File: config.mk
export PLATFORM = sky130hd
export DESIGN_NAME = tclu_cell
export DESIGN_NICKNAME = d
export VERILOG_FILES = /design/src/hdl/tclu_pkg.sv /design/src/hdl/tclu_cell.sv
export SDC_FILE = /design/constraint.sdc
export NUM_CORES = 1
export LEC_CHECK = 0
export ABC_CLOCK_PERIOD_IN_PS = 3040
export BUFFER_PORTS_ARGS = -buffer_cell sky130_fd_sc_hd__buf_2
export CAP_MARGIN = 20
export CORE_MARGIN = 1.5
export CORE_UTILIZATION = 41
export CTS_CLUSTER_DIAMETER = 200
export CTS_CLUSTER_SIZE = 25
export DETAILED_ROUTE_END_ITERATION = 6
export HOLD_SLACK_MARGIN = 0.05
export PLACE_DENSITY = 0.8
export SYNTH_ARGS = -nofsm -noshare
export SYNTH_HDL_FRONTEND = slang
export SYNTH_SLANG_ARGS = --single-unit
File: constraint.sdc
create_clock -name i_clk -period 3.04 [get_ports i_clk]
set_clock_uncertainty 0.1 [all_clocks]
set_input_delay 0.456 -clock i_clk [delete_from_list [all_inputs] [get_ports i_clk]]
set_output_delay 0.456 -clock i_clk [all_outputs]
set_load 0.005 [all_outputs]
File: src/hdl/tclu_pkg.sv
// ----------------------------------------------------------------------------
// Tag color table package
// Shared types, codes and default sizes for the tag color lookup block.
// ----------------------------------------------------------------------------
`default_nettype none

package tclu_pkg;

    // Default table geometry.
    localparam int TABLE_ENTRIES_DEF = 128;
    localparam int KEY_BITS_DEF      = 96;

    // Field widths of the stream beats.
    localparam int KEY_HIGH_W  = 32;
    localparam int KEY_LOW_W   = 64;
    localparam int FULL_KEY_W  = KEY_HIGH_W + KEY_LOW_W;
    localparam int COLOR_W     = 24;
    localparam int STATUS_W    = 2;
    localparam int OUT_IDX_W   = 7;
    localparam int OUT_CNT_W   = 8;
    localparam int IN_DATA_W   = 120;
    localparam int OUT_DATA_W  = 40;

    // Result status codes.
    localparam logic [STATUS_W-1:0] STATUS_FOUND = 2'd0;
    localparam logic [STATUS_W-1:0] STATUS_NEW   = 2'd1;
    localparam logic [STATUS_W-1:0] STATUS_FULL  = 2'd2;

    // Control part of the search token that walks down the row of cells.
    typedef struct packed {
        logic valid;
        logic hit;
    } t_token;

    typedef enum logic [1:0] {
        ST_IDLE,
        ST_SEARCH,
        ST_RESULT
    } t_state;

endpackage

`default_nettype wire

File: src/hdl/tclu_cell.sv
// ----------------------------------------------------------------------------
// Tag color table cell
// Holds one table entry and compares it against the search token passing by.
// ----------------------------------------------------------------------------
`default_nettype none

module tclu_cell #(
    parameter int KEY_BITS   = tclu_pkg::KEY_BITS_DEF,
    parameter int IDX_W      = 7,
    parameter int CNT_W      = 8,
    parameter int CELL_INDEX = 0
) (
    input  wire                         i_clk,
    input  wire                         i_rst_n,
    input  wire [KEY_BITS-1:0]          i_query_key,
    input  wire [CNT_W-1:0]             i_count,
    input  wire                         i_wr_en,
    input  wire [KEY_BITS-1:0]          i_wr_key,
    input  wire [tclu_pkg::COLOR_W-1:0] i_wr_color,
    input  wire tclu_pkg::t_token       i_tok,
    input  wire [IDX_W-1:0]             i_tok_idx,
    input  wire [tclu_pkg::COLOR_W-1:0] i_tok_color,
    output tclu_pkg::t_token            o_tok,
    output logic [IDX_W-1:0]            o_tok_idx,
    output logic [tclu_pkg::COLOR_W-1:0] o_tok_color
);

    logic [KEY_BITS-1:0]          r_key;
    logic [tclu_pkg::COLOR_W-1:0] r_color;
    tclu_pkg::t_token             r_tok;
    logic [IDX_W-1:0]             r_tok_idx;
    logic [tclu_pkg::COLOR_W-1:0] r_tok_color;
    logic                         filled;
    logic                         match;

    // Only entries below the fill count hold a key.
    assign filled = CNT_W'(CELL_INDEX) < i_count;
    assign match  = i_tok.valid && !i_tok.hit && filled && (r_key == i_query_key);

    always_ff @(posedge i_clk) begin
        if (i_wr_en) begin
            r_key   <= i_wr_key;
            r_color <= i_wr_color;
        end
    end

    always_ff @(posedge i_clk) begin
        if (!i_rst_n) begin
            r_tok <= '0;
        end else begin
            r_tok.valid <= i_tok.valid;
            r_tok.hit   <= i_tok.hit || match;
        end
    end

    always_ff @(posedge i_clk) begin
        if (match) begin
            r_tok_idx   <= IDX_W'(CELL_INDEX);
            r_tok_color <= r_color;
        end else begin
            r_tok_idx   <= i_tok_idx;
            r_tok_color <= i_tok_color;
        end
    end

    assign o_tok       = r_tok;
    assign o_tok_idx   = r_tok_idx;
    assign o_tok_color = r_tok_color;

endmodule

`default_nettype wire

### After elaboration in Yosys (flattened, before gate mapping)

Cells that the tools add are included.
W data, S select, Z words.

* bits of input ports: 260
* word-level logic and storage cells: 14
* register bits: 153

* eq/ne operators: 1
* reductions and logical operators: 5
* order comparisons: 1
* muxes and demuxes: 1

Operators with widths (count)
* $eq A96 B96 Y1: 1
* $mux W24: 1
* $lt A1 B8 Y1 const A: 1
* $logic_and A1 B1 Y1: 3
* $logic_not A1 Y1: 1
* $logic_or A1 B1 Y1: 1

### Depth between registers and ports, before layout

Gate-level depths: netlist of run 1.

* depth in word-level cells: 5
* gate-level depth with buffers: 8

### Least setup slack after synthesis of run 1

No wires, ideal clock.

* kind: input-to-reg
* from: input port i_query_key[84]
* to: register r_tok_color, in the netlist o_tok_color[10]
* setup slack: 0.362 ns
* required time: 2.819 ns
* data arrival time: 2.456 ns
* setup time: 0.121 ns
* stages: 8
* cell sequence: nor2b_1 -> a2111o_1 -> a2111oi_2 -> nand4_1 -> or4_1 -> buf_6 -> buf_12 -> mux2_4

* word-level cells in the longest chain between the ends: 3

Ends and longest elaborated chain
* start: declaration: line tclu_cell.sv:15 `input wire [KEY_BITS-1:0] i_query_key,`
* $eq A96 B96 Y1: line tclu_cell.sv:38 `assign match = i_tok.valid && !i_tok.hit && filled && (r_key == i_query_key);`
* $logic_and A1 B1 Y1: line tclu_cell.sv:38
* $mux W24: line tclu_cell.sv:57 `if (match) begin`
* end signal: assignment: line tclu_cell.sv:59 `r_tok_color <= r_color;`
* end signal: assignment: line tclu_cell.sv:62 `r_tok_color <= i_tok_color;`
* end: declaration: line tclu_cell.sv:32 `logic [tclu_pkg::COLOR_W-1:0] r_tok_color;`

Every way passes these cells.
A chain may end at the register's enable or synchronous reset.

### Final worst setup path of run 1

* from: register r_key[17]
* to: register r_tok_color, in the netlist o_tok_color[23]

* word-level cells in the longest chain between the ends: 3

Ends and longest elaborated chain
* start: declaration: line tclu_cell.sv:28 `logic [KEY_BITS-1:0] r_key;`
* start signal: assignment: line tclu_cell.sv:42 `r_key <= i_wr_key;`
* $eq A96 B96 Y1: line tclu_cell.sv:38
* $logic_and A1 B1 Y1: line tclu_cell.sv:38
* $mux W24: line tclu_cell.sv:57

Every way passes these cells.

==> results.tsv, run 1 <==
stage	metric	value	unit
hold_path	HP Class	input port to flop	
setup_path	Startpoint Class	flop	
timing	Max Slew Vio Count	0	
run	Max Cap Viol	0	
floorplan	die extent in y	123	um
setup_path	critical path arrival	3.08	ns
clocking	CTS clock-pin slew for the worst setup and hold paths	0.07	ns
layout	Layout Nets	930	
yosys	area leader, netlist	edfxtp_1	
global_routing	vias in the first global route	4346	
global_routing	grt total ovfl	0	
floorplan	Cell Rows	43	
yosys	Post-synth EDFFs	120	
global_routing	initial antenna violation count	3	
global_routing	first-pass GRT wire length	21200	um
layout	share of layout cells above drive strength 1	51.8	%
clocking	hold buffers post-CTS	0	
layout	area grow syn2layout	38.2	%
drt	antenna-violating nets left	0	
timing	slew margin rel.	58.8	%
drt	DR WL/cell	16.8	um
drt	post-DR vias/cell	4.67	
timing	Setup-failing EPs final	0	
timing	final hold vios	0	
floorplan	die area	15200	sq um
yosys	Cell variety after synth	31	
setup_path	type of destination of the critical path	flop	
drt	via count	4040	
yosys	synthesized cell area	5930	sq um
power_and_ir_drop	power density over the cells	600	nW/um^2
setup_path	Critical Path RT	3.24	ns
clocking	clock sink count	153	
yosys	Seq cells post-synth	153	
power_and_ir_drop	post-route total power	4.92	mW
clocking	Inserted Clock Buffers	17	
yosys	syn_nets	617	
global_routing	largest net degree at the start of global routing	73	
drt	DR pass1 iterations	5	
floorplan	Top Ports	293	
yosys	top cells by area, synth	edfxtp_1, dfxtp_1, xnor2_1	
yosys	Syn Inst Count	357	
drt	DRC Markers	0	
power_and_ir_drop	VDD IR-drop max	378	uV
timing	worst hold margin	0.108	ns
clocking	clk buf depth	2	
clocking	CTS tree	built	
timing	Tcrit/Tclk final	94.9	%
timing	Worst-Margin Slew	0.616	ns
yosys	Yosys top cell area share	60.7	%
timing	RSZ-0062 raised after global routing	no	
power_and_ir_drop	Pleak	3.58	nW
clocking	Skew-Pair Late Insertion Delay	0.42	ns
yosys	Top FF cell, synth	edfxtp_1	
yosys	Seq/Total Area, Yosys	71.9	%
floorplan	total core area	14000	sq um
yosys	most frequent cell after synthesis	edfxtp_1	
setup_path	WS Path Type	flop to flop	
setup_path	critical-path maximum fanout	32	
clocking	Root Buffer	clkbuf_16	
place	IO Port Bufs	292	
place	gp weighted congestion	0.740	
yosys	asr flop ratio synth	0	%
timing	Fmax achieved	347	MHz
place	hpwl dp	11800	um
floorplan	effective utilization at floorplan	42.4	%
drt	drt initial violations	130	
timing	min cycle time layout	2.88	ns
yosys	Commonest cells post-synth	edfxtp_1, xnor2_1, dfxtp_1	
clocking	H-tree levels	4	
yosys	Ys Warns	0	
floorplan	Die W	123	um
drt	final wirelength	14600	um
global_routing	total global-route track usage	19.5	%
yosys	average cell area after synthesis	16.6	sq um
status	outcome	finished clean	
==> logic make-up after synthesis <==
group	count (synthesis)	share of synthesized area [%]
flops	153	71.9
buf+inv	30	2.70
mux	24	5.95
xor+xnor	66	9.74
simple gates	57	5.84
compound gates	27	3.88
==> worst max-delay path, stage by stage, from the launching register on <==
cell and delay (ns):
edfxtp_1 0.33, inv_1 0.05, a22o_1 0.23, a2111oi_1 0.60, buf_4 0.21, nand4_1 0.09, or4_2 0.60, buf_12 0.21
mux2_1 0.33
==> per-layer routing <==
metal / track usage (%) / part of all wire, %
met1: 20.9 / 38
met4: 7.97 / 1.9
met2: 34.6 / 51
met5: 0 / 0.082
met3: 7.43 / 9.2
==> registers in the layout, indices dropped and copies added (netlist names) <==
signal / cells
r_key: 96
o_tok_color: 24
r_color: 24
o_tok_idx: 7
o_tok: 2
==> final cells by class <==
cell class / count / area [sq um]
tap: 180 / 225
antenna: 3 / 7.51
timing repair buffer: 298 / 1530
sequential: 153 / 4260
multi-input combinational: 174 / 1510
inverter: 26 / 97.6
clock inverter: 14 / 109
clock buffer: 18 / 450
fill: 1124 / 5790
==> final timing paths <==
path | from | end | slack [ns] | cells after the start
hold reg to reg | r_color[23]$_DFFE_PP_ | o_tok_color[23]$_DFF_P_ | 0.37 | 1
setup reg to reg | r_key[17]$_DFFE_PP_ | o_tok_color[23]$_DFF_P_ | 0.16 | 8
setup / recovery | r_key[17]$_DFFE_PP_ | o_tok_color[23]$_DFF_P_ | 0.16 | 8
hold / removal | i_wr_key[41] | r_key[41]$_DFFE_PP_ | 0.11 | 1
==> metrics by stage <==
step / utilization, % / instances / cell area (sq um) / TNS, ns / setup slack, ns
4_1_cts: 58.5 / 863 / 8190 / 0 / 0.106
3_5_place_dp: 54.5 / 831 / 7630 / -0.920 / -0.0555
6_report: 58.6 / 866 / 8200 / 0 / 0.156
3_3_place_gp: 54.5 / 831 / 7630 / -2.96 / -0.134
2_1_floorplan: - / 357 / 5930 / 0 / 0.362
5_1_grt: 58.6 / 864 / 8190 / 0 / 0.0858
==> power by group <==
group	leakage, nW	total [mW]	internal (mW)	switching (mW)
Combinational	1.84	0.442	0.259	0.183
Sequential	1.45	2.48	2.43	0.0595
Clock	0.285	1.99	1.11	0.876
Total	3.58	4.92	3.80	1.12
==> what timing repair did <==
item	4_1_cts	5_1_grt
buffers inserted	0	0
gates resized for setup	0	1
setup endpoints to repair	0	2
==> layout by cell type, fill, tap and decap left out, types with 2 or more instances in the layout <==
master,count
a221o_1,2
inv_1,26
a2111o_1,4
nand4_1,16
edfxtp_1,120
nand2_1,2
a22o_1,2
inv_8,2
nor4_1,7
inv_6,4
inv_4,3
a221oi_1,2
nor2b_1,13
o22ai_1,9
clkbuf_16,18
buf_2,291
xnor2_1,55
nand2b_1,3
nor2_1,2
clkinv_4,2
buf_4,5
mux2_1,2
dfxtp_1,33
mux2_4,22
clkinv_2,3
nor3_1,2
and2_1,8
or4_1,2
diode_2,3
xor2_1,11
buf_12,2
No activity file was read; power rests on OpenSTA's default activity.
==> run 2: changes to the inputs <==
--- a/config.mk
+++ b/config.mk
@@ -6,9 +6,9 @@
 export NUM_CORES = 1
 export LEC_CHECK = 0
 export ABC_CLOCK_PERIOD_IN_PS = 3040
-export BUFFER_PORTS_ARGS = -buffer_cell sky130_fd_sc_hd__buf_2
+export BUFFER_PORTS_ARGS = -buffer_cell sky130_fd_sc_hd__buf_4
 export CAP_MARGIN = 20
-export CORE_MARGIN = 1.5
+export CORE_MARGIN = 2
 export CORE_UTILIZATION = 41
 export CTS_CLUSTER_DIAMETER = 200
 export CTS_CLUSTER_SIZE = 25
==> results.tsv, run 2 (same netlist as run 1, synthesis figures left out) <==
stage	metric	value	unit	change
clocking	clock sink count	153		unchanged
timing	Fmax achieved	349	MHz	+0.73%
layout	filler instances	1092		-2.8%
timing	Tcrit/Tclk final	94.2	%	-0.69 points
drt	antenna-violating nets left	0		unchanged
drt	via count	4027		-0.32%
floorplan	Top Ports	293		unchanged
floorplan	total core area	14000	sq um	unchanged
global_routing	largest net degree at the start of global routing	121		+66%
layout	# diodes	0		-3
layout	post-route insts no fill	861		-0.58%
layout	multi-input logic area	1510	sq um	about the same
drt	drt initial violations	163		+25%
floorplan	Die W	124	um	+0.81%
drt	DRC Markers	0		unchanged
timing	final hold vios	0		unchanged
timing	worst setup margin	0.177	ns	+0.0209 ns
setup_path	WS Path Type	flop to flop		
global_routing	initial antenna violation count	0		-3
hold_path	HP Class	input port to flop		
timing	Setup-failing EPs final	0		unchanged
global_routing	grt total ovfl	0		unchanged
place	hpwl dp	12200	um	+4.0%
clocking	clk buf depth	2		unchanged
floorplan	die extent in y	124	um	+0.81%
layout	area grow syn2layout	50.5	%	
setup_path	CP cell instances	a22o_1 > a2111oi_1 > buf_4 > nand4_1 > or4_2 > buf_12 > mux2_1		
place	pre-CTS setup slack	-0.141	ns	-0.0858 ns
setup_path	critical-path maximum fanout	32		unchanged
place	gp weighted congestion	0.862		+17%
hold_path	hold path cells	1		unchanged
clocking	CTS tree	built		
drt	post-DR vias/cell	4.68		+0.26%
layout	Layout Nets	928		-0.22%
global_routing	vias in the first global route	4553		+4.8%
power_and_ir_drop	combinational power share	10.7	%	+1.7 points
layout	most frequent cells in the layout	buf_4, edfxtp_1, xnor2_1		
floorplan	die area	15400	sq um	+1.6%
power_and_ir_drop	Switching Fraction	22.5	%	-0.26 points
setup_path	worst-case reg-to-reg path depth	7		-1
floorplan	Cell Rows	43		unchanged
layout	commonest non-fill, non-tap cell in the layout	buf_4		
layout	most flop-heavy register	r_key		
setup_path	Critical Path RT	3.24	ns	about the same
setup_path	Startpoint Class	flop		
drt	final wirelength	15300	um	+4.8%
power_and_ir_drop	post-route total power	5.10	mW	+3.7%
setup_path	critical path arrival	3.07	ns	about the same
power_and_ir_drop	Sequential Power Share	48.7	%	-1.8 points
timing	worst hold margin	0.107	ns	-0.00112 ns
clocking	Skew-Pair Late Insertion Delay	0.42	ns	about the same
clocking	CTS resizes	0		unchanged
setup_path	type of destination of the critical path	flop		
layout	Util after Layout	63.8	%	+5.2 points
drt	met2 wire length	8010	um	+7.7%
timing	min cycle time layout	2.86	ns	-0.0209 ns
power_and_ir_drop	power density over the cells	571	nW/um^2	-4.8%
drt	DR pass1 iterations	4		-1
drt	met3 WL	1400	um	+4.9%
layout	final instance area	8930	sq um	+8.9%
timing	Setup TNS Final	0	ns	unchanged
place	DP Area	8340	sq um	+9.3%
clocking	CTS clock-pin slew for the worst setup and hold paths	0.07	ns	about the same
run	Max Cap Viol	0		unchanged
place	IO Port Bufs	292		unchanged
setup_path	Critical Path Max Stage Delay	0.60	ns	about the same
global_routing	first-pass GRT wire length	23500	um	+11%
setup_path	slowest stage cell, crit path	or4_2		
power_and_ir_drop	clock group share of total power	40.5	%	about the same
clocking	hold buffers post-CTS	0		unchanged
clocking	Inserted Clock Buffers	17		unchanged
timing	Worst-Margin Slew	0.670	ns	+0.0535 ns
timing	RSZ-0062 raised after global routing	no		
drt	DR WL/cell	17.7	um	+5.4%
drt	Max Used Layer	met4		
clocking	Root Buffer	clkbuf_16		
timing	Max Slew Vio Count	0		unchanged
layout	max FFs per register	96		unchanged
power_and_ir_drop	Pleak	3.83	nW	+6.8%
setup_path	flop2flop setup slack	0.18	ns	+0.02 ns
status	outcome	finished clean		
drt	metal1 wirelength	5430	um	-1.5%
clocking	Setup Fix Bufs, Post-CTS	0		unchanged
global_routing	total global-route track usage	20.2	%	+0.70 points
place	Placed Instances	829		-0.24%
power_and_ir_drop	internal power	3.95	mW	+4.0%
clocking	H-tree levels	4		unchanged
layout	Reg area	4260	sq um	unchanged
floorplan	effective utilization at floorplan	42.4	%	unchanged
layout	share of layout cells above drive strength 1	51.7	%	-0.14 points
timing	slew margin rel.	55.4	%	-3.5 points
power_and_ir_drop	sw power	1.15	mW	+2.5%
power_and_ir_drop	VDD IR-drop max	373	uV	-1.3%
[run 2: changes by cell type in the layout (fill, tap and decap cells not counted), sizes merged]
cell and delta:
bufinv +1, inv +1, clkinvlp +1, diode -3, clkinv -2, clkbuf -1, buf -2
[run 2: power by group through the flow]
stage / Combinational (mW) / Sequential (mW) / Clock [mW]
4_1_cts: 0.554 / 2.49 / 2.12
5_1_grt: 0.593 / 2.50 / 2.21
3_5_place_dp: 0.553 / 2.53 / 0
3_3_place_gp: 0.535 / 2.52 / 0
6_report: 0.547 / 2.48 / 2.07
2_1_floorplan: 0.171 / 2.52 / 0
[run 2: worst paths after layout]
kind | startpoint | to
hold / removal | i_wr_color[17] | r_color[17]$_DFFE_PP_
hold reg to reg | r_color[0]$_DFFE_PP_ | o_tok_color[0]$_DFF_P_
setup / recovery | r_key[37]$_DFFE_PP_ | o_tok_color[23]$_DFF_P_
setup reg to reg | r_key[37]$_DFFE_PP_ | o_tok_color[23]$_DFF_P_
[run 2: critical path, delay by kind of cell (launching register included)]
kind	cells	cell delay, ns
AO/OA/AOI/OAI	2	0.79
buffers and inverters	2	0.41
AND/OR/NAND/NOR	2	0.70
flip-flops	1	0.40
multiplexers	1	0.33
[run 2: area by class of cell]
class | count | area share, %
Clock buffer | 17 | 4.76
Sequential cell | 153 | 47.8
Clock inverter | 15 | 1.77
Inverter | 26 | 1.09
Timing Repair Buffer | 296 | 25.2
Tap cell | 180 | 2.52
Multi-Input combinational cell | 174 | 16.9
[run 2: per-layer routing]
layer	up-vias	global-route usage [%]
met5	-	0
met3	30	8.08
met2	209	36.6
met4	0	8.46
li1	1950	-
met1	1838	20.6
